File: src/design/ini_line_tokenizer_core_assert.svh
// ----------------------------------------------------------------------------
// ini line tokenizer assertion macros
// concurrent assertion helpers, compiled out when ASSERT_OFF is set
// ----------------------------------------------------------------------------
`ifndef INI_LINE_TOKENIZER_CORE_ASSERT_SVH
`define INI_LINE_TOKENIZER_CORE_ASSERT_SVH
`ifndef ASSERT_OFF
`define ILTK_ASSERT(label, prop) \
	label: assert property (@(posedge clk) disable iff (!arst_n) prop) \
		else $error("iltk assertion failed");
`define ILTK_ASSERT_RST(label, prop) \
	label: assert property (@(posedge clk) prop) \
		else $error("iltk reset assertion failed");
`else
`define ILTK_ASSERT(label, prop)
`define ILTK_ASSERT_RST(label, prop)
`endif
`endif

File: src/design/iltk_pkg.sv
// ----------------------------------------------------------------------------
// iltk_pkg
// shared constants, codes and control structs of the ini line tokenizer
// ----------------------------------------------------------------------------
package iltk_pkg;

	localparam int TOKEN_MAX_DEF = 63;

	localparam logic [7:0] CH_EOT   = 8'h00;
	localparam logic [7:0] CH_TAB   = 8'h09;
	localparam logic [7:0] CH_LF    = 8'h0A;
	localparam logic [7:0] CH_SPACE = 8'h20;
	localparam logic [7:0] CH_SEMI  = 8'h3B;
	localparam logic [7:0] CH_EQ    = 8'h3D;
	localparam logic [7:0] CH_LBR   = 8'h5B;
	localparam logic [7:0] CH_RBR   = 8'h5D;
	localparam logic [7:0] CH_DROP  = 8'h7F;

	localparam logic [1:0] KIND_SECTION = 2'd0;
	localparam logic [1:0] KIND_KEY     = 2'd1;
	localparam logic [1:0] KIND_VALUE   = 2'd2;

	typedef struct packed {
		logic       store;
		logic       clear;
		logic       emit_begin;
		logic       rd_en;
		logic       load;
		logic [1:0] kind;
	} ctrl_cmd_t;

	typedef struct packed {
		logic out_free;
		logic tok_empty;
		logic rd_last;
	} dp_stat_t;

endpackage

File: src/design/iltk_datapath.sv
// ----------------------------------------------------------------------------
// iltk_datapath
// token store, length and overflow tracking, replay pointer, output register
// ----------------------------------------------------------------------------
module iltk_datapath #(
	parameter int TOKEN_MAX = iltk_pkg::TOKEN_MAX_DEF
) (
	input  logic                 clk,
	input  logic                 arst_n,
	input  iltk_pkg::ctrl_cmd_t  cmd,
	input  logic [7:0]           in_byte,
	output iltk_pkg::dp_stat_t   stat,
	output logic                 m_tvalid,
	input  logic                 m_tready,
	output logic [7:0]           m_tdata,
	output logic [3:0]           m_tuser,
	output logic                 m_tlast
);

	localparam int ADDR_W = $clog2(TOKEN_MAX);
	localparam int LEN_W  = $clog2(TOKEN_MAX + 1);

	logic [7:0]        mem [TOKEN_MAX];
	logic [LEN_W-1:0]  len_q;
	logic              ovf_q;
	logic [ADDR_W-1:0] rd_ptr_q;
	logic [7:0]        rdata_q;
	logic              has_room;

	logic              out_valid_q;
	logic [7:0]        out_byte_q;
	logic [1:0]        out_kind_q;
	logic              out_empty_q;
	logic              out_trunc_q;
	logic              out_last_q;

	assign has_room       = len_q < LEN_W'(TOKEN_MAX);
	assign stat.out_free  = !out_valid_q || m_tready;
	assign stat.tok_empty = len_q == '0;
	assign stat.rd_last   = (LEN_W'(rd_ptr_q) + LEN_W'(1)) == len_q;

	always_ff @(posedge clk) begin
		if (cmd.store && has_room) begin
			mem[len_q[ADDR_W-1:0]] <= in_byte;
		end
		if (cmd.rd_en) begin
			rdata_q <= mem[rd_ptr_q];
		end
	end

	always_ff @(posedge clk or negedge arst_n) begin
		if (!arst_n) begin
			len_q    <= '0;
			ovf_q    <= 1'b0;
			rd_ptr_q <= '0;
		end else begin
			if (cmd.clear) begin
				len_q <= '0;
				ovf_q <= 1'b0;
			end else if (cmd.store) begin
				if (has_room) begin
					len_q <= len_q + LEN_W'(1);
				end else begin
					ovf_q <= 1'b1;
				end
			end
			if (cmd.emit_begin) begin
				rd_ptr_q <= '0;
			end else if (cmd.load && !stat.rd_last && !stat.tok_empty) begin
				rd_ptr_q <= rd_ptr_q + ADDR_W'(1);
			end
		end
	end

	always_ff @(posedge clk or negedge arst_n) begin
		if (!arst_n) begin
			out_valid_q <= 1'b0;
		end else if (cmd.load) begin
			out_valid_q <= 1'b1;
		end else if (m_tready) begin
			out_valid_q <= 1'b0;
		end
	end

	always_ff @(posedge clk) begin
		if (cmd.load) begin
			out_byte_q  <= stat.tok_empty ? 8'h00 : rdata_q;
			out_kind_q  <= cmd.kind;
			out_empty_q <= stat.tok_empty;
			out_trunc_q <= ovf_q;
			out_last_q  <= stat.tok_empty || stat.rd_last;
		end
	end

	assign m_tvalid = out_valid_q;
	assign m_tdata  = out_byte_q;
	assign m_tuser  = {out_trunc_q, out_empty_q, out_kind_q};
	assign m_tlast  = out_last_q;

`include "ini_line_tokenizer_core_assert.svh"

	`ILTK_ASSERT(a_len_bound, len_q <= LEN_W'(TOKEN_MAX))
	`ILTK_ASSERT(a_ovf_full, ovf_q |-> (len_q == LEN_W'(TOKEN_MAX)))
	`ILTK_ASSERT(a_load_free, cmd.load |-> stat.out_free)
	`ILTK_ASSERT(a_rd_in_range, (cmd.rd_en && !stat.tok_empty) |-> (LEN_W'(rd_ptr_q) < len_q))
	`ILTK_ASSERT_RST(a_reset_len, !arst_n |=> (len_q == '0))

endmodule

File: src/design/iltk_ctrl.sv
// ----------------------------------------------------------------------------
// iltk_ctrl
// parse state machine and token replay sequencer
// ----------------------------------------------------------------------------
module iltk_ctrl (
	input  logic                 clk,
	input  logic                 arst_n,
	input  logic                 s_tvalid,
	output logic                 s_tready,
	input  logic [7:0]           s_tdata,
	input  iltk_pkg::dp_stat_t   stat,
	output iltk_pkg::ctrl_cmd_t  cmd
);

	typedef enum logic [1:0] {
		MODE_IDLE,
		MODE_SECTION,
		MODE_KEY,
		MODE_VALUE
	} mode_t;

	typedef enum logic [1:0] {
		ST_IN,
		ST_RD,
		ST_LD
	} state_t;

	state_t     state_q, state_d;
	mode_t      mode_q, mode_d;
	logic       comment_q, comment_d;
	logic [7:0] prev_q, prev_d;
	logic [1:0] kind_q, kind_d;
	logic       accept;
	logic       emit;

	assign s_tready = state_q == ST_IN;
	assign accept   = s_tvalid && s_tready;

	always_comb begin
		state_d        = state_q;
		mode_d         = mode_q;
		comment_d      = comment_q;
		prev_d         = prev_q;
		kind_d         = kind_q;
		emit           = 1'b0;
		cmd            = '0;
		cmd.kind       = kind_q;
		case (state_q)
			ST_IN: begin
				if (accept) begin
					if (s_tdata == iltk_pkg::CH_EOT) begin
						if (mode_q == MODE_VALUE) begin
							emit   = 1'b1;
							kind_d = iltk_pkg::KIND_VALUE;
						end else begin
							cmd.clear = 1'b1;
						end
						mode_d    = MODE_IDLE;
						comment_d = 1'b0;
						prev_d    = '0;
					end else if (comment_q && s_tdata != iltk_pkg::CH_LF) begin
						prev_d = iltk_pkg::CH_DROP;
					end else if (s_tdata == iltk_pkg::CH_SEMI) begin
						comment_d = 1'b1;
						prev_d    = iltk_pkg::CH_DROP;
					end else if (s_tdata == iltk_pkg::CH_TAB || s_tdata == iltk_pkg::CH_DROP) begin
						comment_d = 1'b0;
						prev_d    = iltk_pkg::CH_DROP;
					end else begin
						comment_d = 1'b0;
						prev_d    = s_tdata;
						case (mode_q)
							MODE_IDLE: begin
								if (s_tdata == iltk_pkg::CH_LBR) begin
									mode_d    = MODE_SECTION;
									cmd.store = 1'b1;
								end else if (s_tdata != iltk_pkg::CH_SPACE &&
									s_tdata != iltk_pkg::CH_LF) begin
									mode_d    = MODE_KEY;
									cmd.store = 1'b1;
								end
							end
							MODE_SECTION: begin
								if (s_tdata == iltk_pkg::CH_LF) begin
									mode_d    = MODE_IDLE;
									cmd.clear = 1'b1;
								end else if (s_tdata == iltk_pkg::CH_RBR) begin
									cmd.store = 1'b1;
									emit      = 1'b1;
									kind_d    = iltk_pkg::KIND_SECTION;
									mode_d    = MODE_IDLE;
								end else begin
									cmd.store = 1'b1;
								end
							end
							MODE_KEY: begin
								if (s_tdata == iltk_pkg::CH_LF) begin
									mode_d    = MODE_IDLE;
									cmd.clear = 1'b1;
								end else if (s_tdata == iltk_pkg::CH_EQ) begin
									emit   = 1'b1;
									kind_d = iltk_pkg::KIND_KEY;
									mode_d = MODE_VALUE;
								end else begin
									cmd.store = 1'b1;
								end
							end
							default: begin
								if (s_tdata == iltk_pkg::CH_SPACE && prev_q == iltk_pkg::CH_EQ) begin
									// single space after the equals sign is skipped
								end else if (s_tdata == iltk_pkg::CH_LF) begin
									emit   = 1'b1;
									kind_d = iltk_pkg::KIND_VALUE;
									mode_d = MODE_IDLE;
								end else begin
									cmd.store = 1'b1;
								end
							end
						endcase
					end
					if (emit) begin
						cmd.emit_begin = 1'b1;
						state_d        = ST_RD;
					end
				end
			end
			ST_RD: begin
				cmd.rd_en = 1'b1;
				state_d   = ST_LD;
			end
			ST_LD: begin
				if (stat.out_free) begin
					cmd.load = 1'b1;
					if (stat.tok_empty || stat.rd_last) begin
						cmd.clear = 1'b1;
						state_d   = ST_IN;
					end else begin
						state_d = ST_RD;
					end
				end
			end
			default: begin
				state_d = ST_IN;
			end
		endcase
	end

	always_ff @(posedge clk or negedge arst_n) begin
		if (!arst_n) begin
			state_q   <= ST_IN;
			mode_q    <= MODE_IDLE;
			comment_q <= 1'b0;
			prev_q    <= '0;
			kind_q    <= iltk_pkg::KIND_SECTION;
		end else begin
			state_q   <= state_d;
			mode_q    <= mode_d;
			comment_q <= comment_d;
			prev_q    <= prev_d;
			kind_q    <= kind_d;
		end
	end

endmodule

File: src/design/ini_line_tokenizer_core.sv
// ----------------------------------------------------------------------------
// ini_line_tokenizer_core
// byte-serial ini tokenizer that replays sections, keys and values
// ----------------------------------------------------------------------------
// input stream s_*: one text byte per transaction in s_tdata, zero ends the
// text and returns the parser to its reset state (a pending value is sent).
// output stream m_*: one transaction per token byte; m_tlast marks the final
// byte of a token, m_tuser carries kind, empty flag and truncation flag.
// a byte that completes no token leaves the input ready for the next one.
// each byte of a completed token is read from the store and then loaded
// into the output register (an empty token gives one zero byte); no input
// is taken during replay. bytes beyond TOKEN_MAX are dropped and flagged.
// a single output register holds the last result, so input resumes while
// it waits; a stall on m_tready holds replay of the next byte.
// reset clears the parse state, length and overflow; the token store itself
// needs no clearing, only written entries are replayed.
// ----------------------------------------------------------------------------
module ini_line_tokenizer_core #(
	parameter int TOKEN_MAX = iltk_pkg::TOKEN_MAX_DEF
) (
	input  logic       clk,
	input  logic       arst_n,
	input  logic       s_tvalid,
	output logic       s_tready,
	input  logic [7:0] s_tdata,   // text_byte
	output logic       m_tvalid,
	input  logic       m_tready,
	output logic [7:0] m_tdata,   // token_byte
	output logic [3:0] m_tuser,   // token_kind[1:0], empty_token, truncated
	output logic       m_tlast
);

	iltk_pkg::ctrl_cmd_t cmd;
	iltk_pkg::dp_stat_t  stat;

	iltk_ctrl u_ctrl (
		.clk      (clk),
		.arst_n   (arst_n),
		.s_tvalid (s_tvalid),
		.s_tready (s_tready),
		.s_tdata  (s_tdata),
		.stat     (stat),
		.cmd      (cmd)
	);

	iltk_datapath #(
		.TOKEN_MAX (TOKEN_MAX)
	) u_datapath (
		.clk      (clk),
		.arst_n   (arst_n),
		.cmd      (cmd),
		.in_byte  (s_tdata),
		.stat     (stat),
		.m_tvalid (m_tvalid),
		.m_tready (m_tready),
		.m_tdata  (m_tdata),
		.m_tuser  (m_tuser),
		.m_tlast  (m_tlast)
	);

endmodule

File: config.mk
export PLATFORM = sky130hd
export DESIGN_NAME = ini_line_tokenizer_core
export DESIGN_NICKNAME = d
export VERILOG_FILES = /design/src/design/iltk_pkg.sv /design/src/design/iltk_datapath.sv /design/src/design/iltk_ctrl.sv /design/src/design/ini_line_tokenizer_core.sv
export VERILOG_INCLUDE_DIRS = /design/src /design/src/design
export SDC_FILE = /design/constraint.sdc
export NUM_CORES = 1
export LEC_CHECK = 0
export BUFFER_PORTS_ARGS = -buffer_cell sky130_fd_sc_hd__buf_2
export CORE_AREA = 5 5 242 197
export CTS_CLUSTER_SIZE = 24
export DETAILED_ROUTE_END_ITERATION = 8
export DIE_AREA = 0 0 247 202
export PLACE_DENSITY_LB_ADDON = 0.25
export SLEW_MARGIN = 40
export SYNTH_ARGS = -nofsm -noshare
export SYNTH_HDL_FRONTEND = slang
export SYNTH_SLANG_ARGS = --single-unit
File: constraint.sdc
create_clock -name clk -period 3.5 [get_ports clk]
set_input_delay 0.35 -clock clk [delete_from_list [all_inputs] [get_ports clk]]
set_output_delay 0.35 -clock clk [all_outputs]
set_load 0.05 [all_outputs]
==> summary.md, run 1 <==
Entering global routing, the biggest net connects 65 pins. The run finished with clean final reports. In this run the core area contains 70 standard-cell rows.

Counting the buffers created by CTS gives 52. Summing over every cut layer, the via total after detailed routing is 11.2k. For the number of warnings issued by yosys, the log shows 0.

The number of global-route vias before repair was 11.1k. The quantity of I/O buffers inserted on ports works out to 26. The die covers 49,900 um2. Horizontal extent of the die: 247 um.

Counting flops with a built-in enable in the synthesized netlist gives 525. Instance count along the most critical hold path: 3. In this run the static leakage power is 8.01 nW. Clock tree synthesis found a total of 554 sinks.

For the insertion delay to the later sink of the worst-skew pair, the log shows 570 ps. In this run the tightest slew margin relative to its limit is 44.2%. Of the total synthesized cell area, the portion taken by full adders, half adders and majority gates is 0.451%. The sum of net half-perimeters after detailed placement came out at 32,400 um. The root cell of the clock tree was sky130_fd_sc_hd__clkbuf_16. The minimum period implied by the final worst setup slack is 3170 ps. Of all nets on the critical path, the largest fanout is 8.

The number of nets in the finished design is 1,221. The tools report the final hold violation count as 0. Setup repair after global routing left no endpoint under its margin. The number of register bits inferred by synthesis came out at 554. TritonCTS built the clock tree.

The internal portion of the total power is 13.1 mW. The first-pass GRT wire length was 76,000 um; the vias per cell was 6.03. The run gives 55.8% as the post-route core utilization. The total iterations of the first detailed-routing run is 5. Across the VDD grid, the largest voltage drop is 0.437 mV.

Of the total power, the clock network draws 31.1%. Yosys mapped the design onto 60 distinct sky130hd cell types. The logic depth of the worst setup path including buffers was 8.

The gate count of the mapped netlist came out at 1,120. Number of fillers in the final layout: 3,399. The initial antenna violation count came out at 2. The tool flagged a number of max-cap violations equal to 0. In this run the standard cell core region covers 45,100 um2.

The path class of the lowest-slack min-delay path is in -> reg. On the critical path, the stage with the largest delay is an instance of sky130_fd_sc_hd__or4_1. The initial utilization of the core area, before any placement, comes to 49.2%. The number of cells upsized or downsized after cts is 0, and the switching share of power is 28.7%. The total global-route track usage came out at 20.7%. The total number of H-tree levels was 2. Synthesized cell area: 22,200 um2. Buffer and inverter count on the worst path: 1. On the final layout, the worst clock skew is 15.7 ps. The area growth from synthesis to layout is 13.4%. Each instance of the synthesized netlist takes up on average 19.8 um2. The proportion of synthesized chip area in sequential cells is 74.3%. Of the total synthesized cell area, the portion taken by XOR and XNOR cells is 0.395%.

Height of the chip: 202 um. Timing would allow up to 316 MHz. The synthesized netlist devotes 2.84% of its cell area to compound gates. The largest family of logic cells by synthesized area was multiplexers. The run gives 0 as the count of pins over their slew limit. Worst reg2reg path depth: 8. The gate family responsible for the most delay along the worst path is simple AND/OR/NAND/NOR gates. Of the available clock period, the critical path in the final layout requires 90.5%.

The tools report the aggregate negative setup slack as 0 ps. The first routing iteration left 1,426 violations. The power per standard cell area came out at 729 nW/um2. For the pin with the worst max-slew slack, the measured transition is 835 ps. The routed design has 51,000 um of wire. For this design the top-level I/O count stands at 27. Summed over all layers, the global routing overflow is 0.

Routability-driven placement finished with a final weighted congestion of 0.875. After clock tree synthesis, the clock-pin slew on the worst setup and hold paths is 60 ps. The worst setup path is launched from a register. The critical path start-end classification was reg -> reg. For this run, design rule violations remaining after detail routing come to 0. The most used flip-flop cell after synthesis was sky130_fd_sc_hd__edfxtp_1. In this run the power spent charging and discharging nets is 5.28 mW. The run gives 3780 ps as the data required time of the critical path. The endpoint class of the critical path was a register.

Setup violations remaining at the end of the flow were counted as 0. STA puts the critical path data arrival time at 3450 ps. The signal on the critical path passes through ha_1, and4_1, nand4_1, o2bb2ai_1, or3_1, or4_1, nor2_1, buf_4. The tools report the number of antenna-violating nets in the routed design as 0. Once the clock tree was built, the setup fixing pass inserted 0 buffers.

The tools report the net count after synthesis as 1,140. The average wire length per cell after detail routing was 27.5 um. The async set-or-reset flop fraction in the synthesized netlist was 5.23%; the post-synthesis share of cell area spent on and, or, nand and nor gates was 4.75%. The longest clock path from root to sink contains 3 buffers.

The run gives 43.6% as the sequential power share. The delay of the slowest critical-path stage is 810 ps. The portion of netlist area occupied by mux cells is 15.7%, and the portion of total power attributed to combinational logic is 25.3%.

The layout cell share with drive strength beyond 1 was 28.6%.
-- layout make-up --
cell class                      count  area [um2]  area share, %
Sequential cell                   554       16500           65.6
Multi-Input combinational cell    488        5430           21.6
Clock buffer                       68        1410           5.61
Tap cell                          612         766           3.04
Timing Repair Buffer               91         686           2.73
Clock inverter                     28         308           1.22
Inverter                           14        52.6          0.209
Antenna cell                        1        2.50        0.00995
-- final timing paths --
check | startpoint | end | slack, ps
max | u_ctrl.mode_q[0] | u_datapath.mem[42][3] | 330
min reg2reg | u_ctrl.prev_q[7] | u_ctrl.prev_q[7] | 480
max in group asynchronous | arst_n | u_datapath.rd_ptr_q[0] | 2900
min | m_tready | u_datapath.m_tvalid | 90
max reg2reg | u_ctrl.mode_q[0] | u_datapath.mem[42][3] | 330
min in group asynchronous | arst_n | u_ctrl.state_q[0] | 250
-- layout by cell type, fill, tap and decap left out, types with 14 or more instances in the layout --
cell / netlist / layout
sky130_fd_sc_hd__o21ai_0: 31 / 31
sky130_fd_sc_hd__buf_4: 3 / 60
sky130_fd_sc_hd__dfrtp_1: 29 / 26
sky130_fd_sc_hd__nand3_1: 14 / 14
sky130_fd_sc_hd__nand2_1: 41 / 41
sky130_fd_sc_hd__buf_2: 9 / 25
sky130_fd_sc_hd__a22oi_1: 15 / 15
sky130_fd_sc_hd__nor2_1: 82 / 54
sky130_fd_sc_hd__edfxtp_1: 525 / 525
sky130_fd_sc_hd__clkbuf_16: 0 / 53
sky130_fd_sc_hd__mux4_2: 149 / 149
sky130_fd_sc_hd__nor2_2: 0 / 28
-- cell usage after synthesis (5+ instances only) --
cell type                  number  area, um2
sky130_fd_sc_hd__a21oi_1       13       65.1
sky130_fd_sc_hd__and2_1        12       75.1
sky130_fd_sc_hd__and3_1         6       37.5
sky130_fd_sc_hd__buf_2          9       45.0
sky130_fd_sc_hd__mux2i_1       11        110
sky130_fd_sc_hd__buf_1          8       30.0
sky130_fd_sc_hd__nand2b_1       5       31.3
sky130_fd_sc_hd__nor2_1        82        308
sky130_fd_sc_hd__nor2b_1        5       31.3
sky130_fd_sc_hd__edfxtp_1     525      15800
sky130_fd_sc_hd__inv_1         13       48.8
sky130_fd_sc_hd__nand2_1       41        154
sky130_fd_sc_hd__or3_1          7       43.8
sky130_fd_sc_hd__ha_1           8        100
sky130_fd_sc_hd__xor2_1         5       43.8
sky130_fd_sc_hd__or4_1          5       37.5
sky130_fd_sc_hd__nand3_1       14       70.1
sky130_fd_sc_hd__nor3_1         9       45.0
sky130_fd_sc_hd__nand3b_1       8       60.1
sky130_fd_sc_hd__a22oi_1       15        113
sky130_fd_sc_hd__xnor2_1        5       43.8
sky130_fd_sc_hd__dfrtp_1       29        726
sky130_fd_sc_hd__mux4_2       149       3360
sky130_fd_sc_hd__clkbuf_1      41        154
sky130_fd_sc_hd__o21ai_0       31        155
-- kinds of logic after synthesis --
family | after synthesis
AO/OA/AOI/OAI | 93
XOR/XNOR | 10
adder cells (fa/ha/maj) | 8
buffers and inverters | 78
flip-flops | 554
multiplexers | 162
AND/OR/NAND/NOR | 215
-- power groups by stage --
stage | Clock (mW) | Sequential, mW | Combinational (mW)
2_1_floorplan | 0 | 7.97 | 3.18
3_3_place_gp | 0 | 8.12 | 4.58
3_5_place_dp | 0 | 8.13 | 4.63
4_1_cts | 5.82 | 7.99 | 4.64
5_1_grt | 6.09 | 8.04 | 4.96
6_report | 5.71 | 8.00 | 4.64
-- registers in the layout, summed over array words and instances, names as in the netlist --
signal,flops
u_datapath.ovf_q,1
u_ctrl.kind_q,2
u_datapath.len_q,6
u_datapath.mem,504
u_datapath.rd_ptr_q,6
u_datapath.m_tdata,8
u_datapath.m_tvalid,1
u_ctrl.prev_q,8
u_datapath.out_empty_q,1
u_datapath.out_trunc_q,1
u_ctrl.mode_q,2
u_datapath.out_kind_q,2
u_ctrl.state_q,2
u_datapath.rdata_q,8
u_datapath.m_tlast,1
u_ctrl.comment_q,1
-- worst register-to-register path: stages, from the launching register on --
cell and delay, ps:
sky130_fd_sc_hd__dfrtp_1 420, sky130_fd_sc_hd__ha_1 310, sky130_fd_sc_hd__and4_1 200, sky130_fd_sc_hd__nand4_1 100, sky130_fd_sc_hd__o2bb2ai_1 140, sky130_fd_sc_hd__or3_1 420
sky130_fd_sc_hd__or4_1 810, sky130_fd_sc_hd__nor2_1 310, sky130_fd_sc_hd__buf_4 190
-- what timing repair did --
item,4_1_cts,5_1_grt
hold endpoints to repair,29,0
setup endpoints to repair,0,0
hold buffers,1,0
-- metal layers --
metal	part of all wire, %	global-route usage [%]	vias to the layer above
li1	-	-	4755
met1	46	33.7	5856
met2	44	29.0	500
met3	8.8	4.57	72
met4	1.7	4.32	0
met5	0	0	-
-- stage by stage --
step	worst slack (ps)	instances	cell area (um2)	hold WS [ps]	power [mW]
after floorplan	130	1120	22200	54.4	11.2
after global placement	333	1758	23400	435	12.7
after detailed placement	225	1758	23400	445	12.8
after CTS	369	1855	25100	71.1	18.5
after global routing	266	1855	25200	115	19.1
final	333	1856	25200	93.1	18.4
(Power assumes the default switching activity.)
==> run 2, diff against run 1 <==
==> constraint.sdc (replaced) <==
create_clock -name clk -period 3.5 [get_ports clk]
set_input_delay 0.7 -clock clk [delete_from_list [all_inputs] [get_ports clk]]
set_output_delay 0.7 -clock clk [all_outputs]
set_load 0.05 [all_outputs]
==> run 2 against run 1 <==
  * Sequential share of layout area fell by 0.42 points
  * Worst hold slack worse by 18 ps
  * Critical endpoint is now u_datapath.mem[43][5]
  * Register-to-register slack improved by 120 ps
  * Clock power barely moved
  * Critical path type unchanged
  * Final cell count grew 0.97%
  * Die area is the same
  * Clock skew is 4.2 ps lower
  * Sequential power is essentially flat
  * Worst setup slack better by 120 ps
  * Critical path depth unchanged
==> summary.md, run 2 (synthesized netlist as in run 1, its figures left out) <==
The internal power contribution is 13.2 mW (+0.76%). The run gives 43.4% (-0.2 points) as the sequential power share. For the signal arrival time at the worst endpoint, the log shows 3320 ps (-130 ps). Total number of H-tree levels: 2 (unchanged). The final cycle utilization of the critical path came out at 87.2% (-3.3 points). The area of the core is 45,100 um2 (unchanged). The die footprint came out at 49,900 um2 (unchanged). For the final-report setup violation count, the log shows 0 (unchanged). The total global-route track usage came out at 20.9% (+0.26 points). The tools report the nature of the critical path startpoint as a register. The run gives 0.891 (+1.9%) as the placer congestion estimate.

The run finished with clean final reports. The maximum clock frequency is 328 MHz (+3.8%). The initial antenna violation count came out at 0 (-2). Height of the chip: 202 um (unchanged). The horizontal extent of the die is 247 um (unchanged), and the count of pins over their slew limit is 0 (unchanged). The number of cells upsized or downsized after cts was 0 (unchanged); the headroom to the max-slew limit was 43.4% (-0.72 points). The tools report the post-route clock skew as 11.5 ps (-4.16 ps). The critical path start-end classification was reg -> reg.

The initial core utilization came out at 49.2% (unchanged). The sequential cell area was 16,500 um2 (unchanged); the total iterations of the first detailed-routing run was 5 (unchanged). The tools report the sum of net half-perimeters after detailed placement as 33,600 um (+3.7%). The startpoint of the most critical register-to-register path is u_ctrl.state_q[0].

The power per standard cell area is 728 nW/um2 (-0.23%), and the routed wire length is 51,300 um (+0.61%). The largest fanout of any net on the critical path works out to 8 (unchanged). The logs give 0 (unchanged) for the total DRC errors in the routed layout and 27 (unchanged) for the number of ports placed on the die boundary. The multi-input logic area is 5390 um2 (-0.69%), and the minimum period implied by the final worst setup slack is 3050 ps (-117 ps). Leading cell type in the layout, fill and taps excluded: sky130_fd_sc_hd__edfxtp_1. The tools report the first-pass GRT wire length as 77,200 um (+1.6%). The reg-to-reg endpoint was u_datapath.mem[43][5].

For the largest net degree at the start of global routing, the log shows 64 (-1.5%). The number of clock sinks seen by CTS came out at 554 (unchanged). Number of fillers in the final layout: 3,416 (+0.50%). Via count of the routed design: 11.2k (unchanged). Number of flip-flops in the largest register: 504 (unchanged).

The total clock buffers created by CTS is 53 (+1.9%). The layout cell share with drive strength beyond 1 was 28.6% (-0.035 points); the net switching power was 5.25 mW (-0.44%). The number of cell rows was 70 (unchanged). The total power came out at 18.4 mW (+0.42%).

The relative area change from synthesis to final layout works out to 14.1%. Setup repair after global routing left no endpoint under its margin. For the largest vdd supply drop, the log shows 0.427 mV (-2.4%). The tools report the leakage power of the design as 8.12 nW (+1.4%). The logs give 450 ps (+120 ps) for the slack of the worst reg-to-reg path and 0 ps (unchanged) for the aggregate negative setup slack. The vias per cell came out at 5.97 (-0.96%). TritonCTS built the clock tree. The logs give 56.1% (+0.36 points) for the post-route core utilization and 0 (unchanged) for the post-CTS setup-driven buffer insertion count.

The tools report the antenna cell count as 0 (-1). Count of hold-fix buffers inserted at cts: 0 (-1). The number of global-route vias before repair came out at 11.4k (+3.1%). The number of antenna-violating nets in the routed design came out at 0 (unchanged). The switching share of power is 28.5% (-0.25 points), and the portion of total power attributed to combinational logic is 25.6% (+0.3 points).

The tools report the final hold violation count as 0 (unchanged). Path class of the lowest-slack min-delay path: in -> async. The number of maximum-capacitance constraint violations was 0 (unchanged); the maximum buffer depth of the clock tree was 3 (unchanged).

The worst reg2reg path depth came out at 8 (unchanged). The CTS clock-pin slew for the worst setup and hold paths works out to 60 ps (about the same). The tools report the root cell of the clock tree as sky130_fd_sc_hd__clkbuf_16. Average wire length per cell after detail routing: 27.4 um (-0.35%). The portion of total power attributed to the clock network is 31.0% (about the same), and the data required time of the critical path is 3770 ps (about the same). The remaining global-route overflow is 0 (unchanged). The run gives 1,205 (-15%) as the violation count after the first detailed-route iteration. The quantity of I/O buffers inserted on ports was 26 (unchanged). The top cell types in the final layout, fill and taps aside, are sky130_fd_sc_hd__edfxtp_1, sky130_fd_sc_hd__mux4_2, sky130_fd_sc_hd__buf_4. The number of nets in the finished design is 1,243 (+1.8%). The endpoint class of the critical path is a register. The actual slew at the worst max-slew pin was 845 ps (+10.7 ps); the insertion delay to the later sink of the worst-skew pair was 570 ps (about the same).
==> run 2: through the flow <==
step | instance area (um2) | worst slack [ps] | hold WS [ps] | std cells
4_1_cts | 25300 | 483 | 205 | 1874
3_3_place_gp | 23600 | -114 | 458 | 1780
5_1_grt | 25300 | 334 | 89.5 | 1874
6_report | 25300 | 449 | 75.4 | 1874
3_5_place_dp | 23600 | 27.7 | 464 | 1780
2_1_floorplan | 22200 | 130 | 404 | 1120
==> run 2: critical path: stages (launching register included) <==
cell                      delay (ps)
sky130_fd_sc_hd__dfrtp_1         410
sky130_fd_sc_hd__nor2_1          150
sky130_fd_sc_hd__nand2_1         230
sky130_fd_sc_hd__or3_1           410
sky130_fd_sc_hd__or3_1           420
sky130_fd_sc_hd__or4_1           550
sky130_fd_sc_hd__buf_4           210
sky130_fd_sc_hd__nor2_1          140
sky130_fd_sc_hd__buf_4           230
==> run 2: routing by layer <==
layer  wire length (um)  GRT usage (%)  vias to the layer above
met3               4700           5.49                       73
met1              23300           33.8                     5849
met5                  0              0                        -
li1                   -              -                     4798
met2              22400           29.0                      463
met4                956           4.62                        0
==> run 2: worst max path at each step <==
stage / cells after the start / end / startpoint
6_report: 8 / u_datapath.mem[43][5] / u_ctrl.state_q[0]
5_1_grt: 8 / u_datapath.mem[43][5] / u_ctrl.state_q[1]
4_1_cts: 8 / u_datapath.mem[39][4] / u_ctrl.state_q[1]
3_5_place_dp: 9 / u_datapath.mem[4][0] / s_tdata[6]
3_3_place_gp: 9 / u_datapath.mem[46][1] / s_tdata[6]
2_1_floorplan: 7 / u_datapath.mem[44][0] / u_ctrl.state_q[1]
==> run 2: power by group through the flow <==
stage | sequential, mW | clock, mW | combinational (mW)
finish | 8.00 | 5.71 | 4.71
CTS | 8.01 | 5.81 | 4.73
global route | 8.05 | 6.11 | 5.05
detailed placement | 8.14 | 0 | 4.71
global placement | 8.13 | 0 | 4.68
floorplan | 7.97 | 0 | 3.18
==> run 2: final cells by class <==
type / instances / share of cell area (%)
clock buffer: 71 / 5.66
clock inverter: 23 / 1.13
inverter: 14 / 0.208
multi-input combinational: 488 / 21.3
sequential: 554 / 65.2
tap: 612 / 3.02
timing repair buffer: 112 / 3.52
==> run 3, diff against run 2 <==
==> constraint.sdc (replaced) <==
create_clock -name clk -period 3.8 [get_ports clk]
set_input_delay 0.76 -clock clk [delete_from_list [all_inputs] [get_ports clk]]
set_output_delay 0.76 -clock clk [all_outputs]
set_load 0.05 [all_outputs]
==> run 3 against run 2 <==
  * Final cell count increased by 1.2%
  * Critical endpoint is now u_datapath.mem[42][3]
  * Worst setup slack improved by 150 ps
  * Critical path type unchanged
  * Die area unchanged
  * Clock power decreased by 17%
  * Worst hold slack improved by 25 ps
==> summary.md, run 3 (synthesized netlist as in run 1, its figures left out) <==
The run finished with clean final reports. Count of hold-fix buffers inserted at cts: 0 (unchanged). The tools report the area of the core as 45,100 um2 (unchanged). By startpoint and endpoint, the worst setup path is classified as reg -> reg.

The aggregate negative setup slack is 0 ps (unchanged), and the signal arrival time at the worst endpoint is 3500 ps (+180 ps). The signal on the critical path passes through nor2_1, nand2_1, or3_1, or3_1, or4_1, nor2_1, buf_4. The maximum clock frequency came out at 313 MHz (-4.6%). The die footprint was 49,900 um2 (unchanged). The run gives 11.6 mW (-12%) as the internal power contribution. Met2 track demand over resource: 29.5% (+0.53 points). The tools report the number of nets in the finished design as 1,267 (+1.9%). The number of fillers in the final layout is 3,352 (-1.9%), and the CTS clock-pin slew for the worst setup and hold paths is 60 ps (about the same). The average wire length per cell after detail routing came out at 27.1 um (-0.96%). TritonCTS built the clock tree. The run gives 27 (unchanged) as the number of ports placed on the die boundary. Setup repair after global routing left no endpoint under its margin.

The layout cell share with drive strength beyond 1 is 28.4% (-0.18 points), and the initial core utilization is 49.2% (unchanged). The vias per cell is 6.06 (+1.6%). The violation count after the first detailed-route iteration is 1,508 (+25%). Buffer and inverter count on the worst path: 1 (-1). met1 is the most crowded layer. The minimum period implied by the final worst setup slack works out to 3200 ps (+146 ps).

Final cycle utilization of the critical path: 84.1% (-3.0 points). The number of antenna-violating nets in the routed design is 0 (unchanged), and the final hold violation count is 0 (unchanged). The final-report setup violation count was 0 (unchanged).

The total number of H-tree levels was 2 (unchanged); the delay of the slowest critical-path stage was 750 ps (+200 ps). The sum of net half-perimeters after detailed placement was 33,300 um (-0.95%); the total iterations of the first detailed-routing run was 5 (unchanged). The via count of the routed design was 11.5k (+2.8%); the switching share of power was 29.1% (+0.63 points).

The largest fanout of any net on the critical path was 8 (unchanged). Insertion delay to the later sink of the worst-skew pair: 590 ps (+20 ps). The height of the chip works out to 202 um (unchanged). The tools report the data required time of the critical path as 4100 ps (+330 ps). The net switching power is 4.76 mW (-9.3%). The cell with the largest stage delay on the worst path is sky130_fd_sc_hd__or4_1. The number of maximum-capacitance constraint violations is 0 (unchanged), and the portion of total power attributed to combinational logic is 26.0% (+0.4 points).

The horizontal extent of the die works out to 247 um (unchanged). The sequential power share was 45.1% (+1.7 points); the placer congestion estimate was 0.860 (-3.6%). The routed wire length was 51,400 um (+0.25%). The worst setup path is launched from a register.

In this design, the largest share of critical-path delay is due to simple AND/OR/NAND/NOR gates. The number of global-route vias before repair was 11.4k (-0.38%). The relative area change from synthesis to final layout was 13.8%; the remaining global-route overflow was 0 (unchanged). The logs give 5.35% (-0.13 points) for the global-route met3 utilization and 23,700 um2 (+0.65%) for the cell area reported after detailed placement.

The power per standard cell area came out at 647 nW/um2 (-11%). For the first-pass GRT wire length, the log shows 76,700 um (-0.70%). The number of cell rows came out at 70 (unchanged).

The total clock buffers created by CTS came out at 52 (-1.9%). The path class of the lowest-slack min-delay path is in -> async. The post-CTS setup-driven buffer insertion count was 0 (unchanged).

For the number of cells upsized or downsized after cts, the log shows 0 (unchanged). The total global-route track usage was 20.9% (-0.057 points); the number of clock sinks seen by CTS was 554 (unchanged). Leading cell type in the layout, fill and taps excluded: sky130_fd_sc_hd__edfxtp_1. The post-route cell area was 25,300 um2 (-0.27%); the total DRC errors in the routed layout was 0 (unchanged). The headroom to the max-slew limit came out at 46.6% (+3.2 points). The number of flip-flops in the largest register was 504 (unchanged). The logs give 66 (+3.1%) for the largest net degree at the start of global routing and 4 (+4) for the initial antenna violation count. The global routing usage on met1 is 33.2% (-0.59 points). STA classifies the critical path endpoint as a register. Maximum buffer depth of the clock tree: 3 (unchanged). The tree is rooted in a sky130_fd_sc_hd__clkbuf_16.

The largest vdd supply drop came out at 0.324 mV (-24%). The quantity of I/O buffers inserted on ports came out at 26 (unchanged). The run gives 8.17 nW (+0.59%) as the leakage power of the design. The tools report the portion of total power attributed to the clock network as 28.9% (-2.1 points).

Actual slew at the worst max-slew pin: 800 ps (-45.1 ps). In the layout the commonest cells are sky130_fd_sc_hd__edfxtp_1, sky130_fd_sc_hd__mux4_2, sky130_fd_sc_hd__buf_4. The count of pins over their slew limit is 0 (unchanged), and the post-route clock skew is 11.8 ps (+0.253 ps).
[run 3: worst reg2reg max path: stages (launching register included)]
cell,delay [ps]
sky130_fd_sc_hd__dfrtp_1,400
sky130_fd_sc_hd__nor2_1,170
sky130_fd_sc_hd__nand2_1,250
sky130_fd_sc_hd__or3_1,420
sky130_fd_sc_hd__or3_1,450
sky130_fd_sc_hd__or4_1,750
sky130_fd_sc_hd__nor2_1,290
sky130_fd_sc_hd__buf_4,180
[run 3: path summary, 6_finish.rpt]
path                              startpoint                     end  slack [ps]  cells past startpoint
max                        u_ctrl.state_q[1]   u_datapath.mem[42][3]         600                      7
min                                   arst_n     u_datapath.m_tvalid         100                      1
max reg2reg                u_ctrl.state_q[1]   u_datapath.mem[42][3]         600                      7
min reg2reg                 u_ctrl.prev_q[3]        u_ctrl.prev_q[3]         480                      2
max in group asynchronous             arst_n  u_datapath.rd_ptr_q[1]        3320                      1
min in group clk            u_ctrl.prev_q[3]        u_ctrl.prev_q[3]         480                      2
[run 3: layout make-up]
| cell class | count | area [um2] | share of cell area [%] |
|---|---|---|---|
| antenna | 1 | 2.50 | 0.00991 |
| sequential | 554 | 16500 | 65.3 |
| clock inverter | 27 | 144 | 0.570 |
| tap | 612 | 766 | 3.03 |
| clock buffer | 64 | 1370 | 5.42 |
| multi-input combinational | 488 | 5360 | 21.2 |
| inverter | 14 | 52.6 | 0.208 |
| timing repair buffer | 137 | 1060 | 4.20 |
[run 3: layer usage]
metal	part of all wire, %	wire (um)
met1	45	23000
met2	44	22700
met3	9.3	4810
met4	1.8	934
met5	0.025	13
[run 3: power groups by stage]
stage / combinational, mW / clock (mW) / sequential (mW)
final: 4.25 / 4.72 / 7.37
after global routing: 4.55 / 5.10 / 7.40
after CTS: 4.28 / 4.82 / 7.37
after detailed placement: 4.26 / 0 / 7.49
after global placement: 4.19 / 0 / 7.50
after floorplan: 2.93 / 0 / 7.34
[run 3: stage by stage]
step	hold slack (ps)	util (%)	worst slack, ps	cells	power, mW
after global placement	461	52.6	194	1804	11.7
after global routing	115	56.0	387	1897	17.0
final	101	56.0	603	1897	16.3
after detailed placement	475	52.6	177	1805	11.8
after CTS	237	56.0	614	1896	16.5
after floorplan	421	-	430	1120	10.3
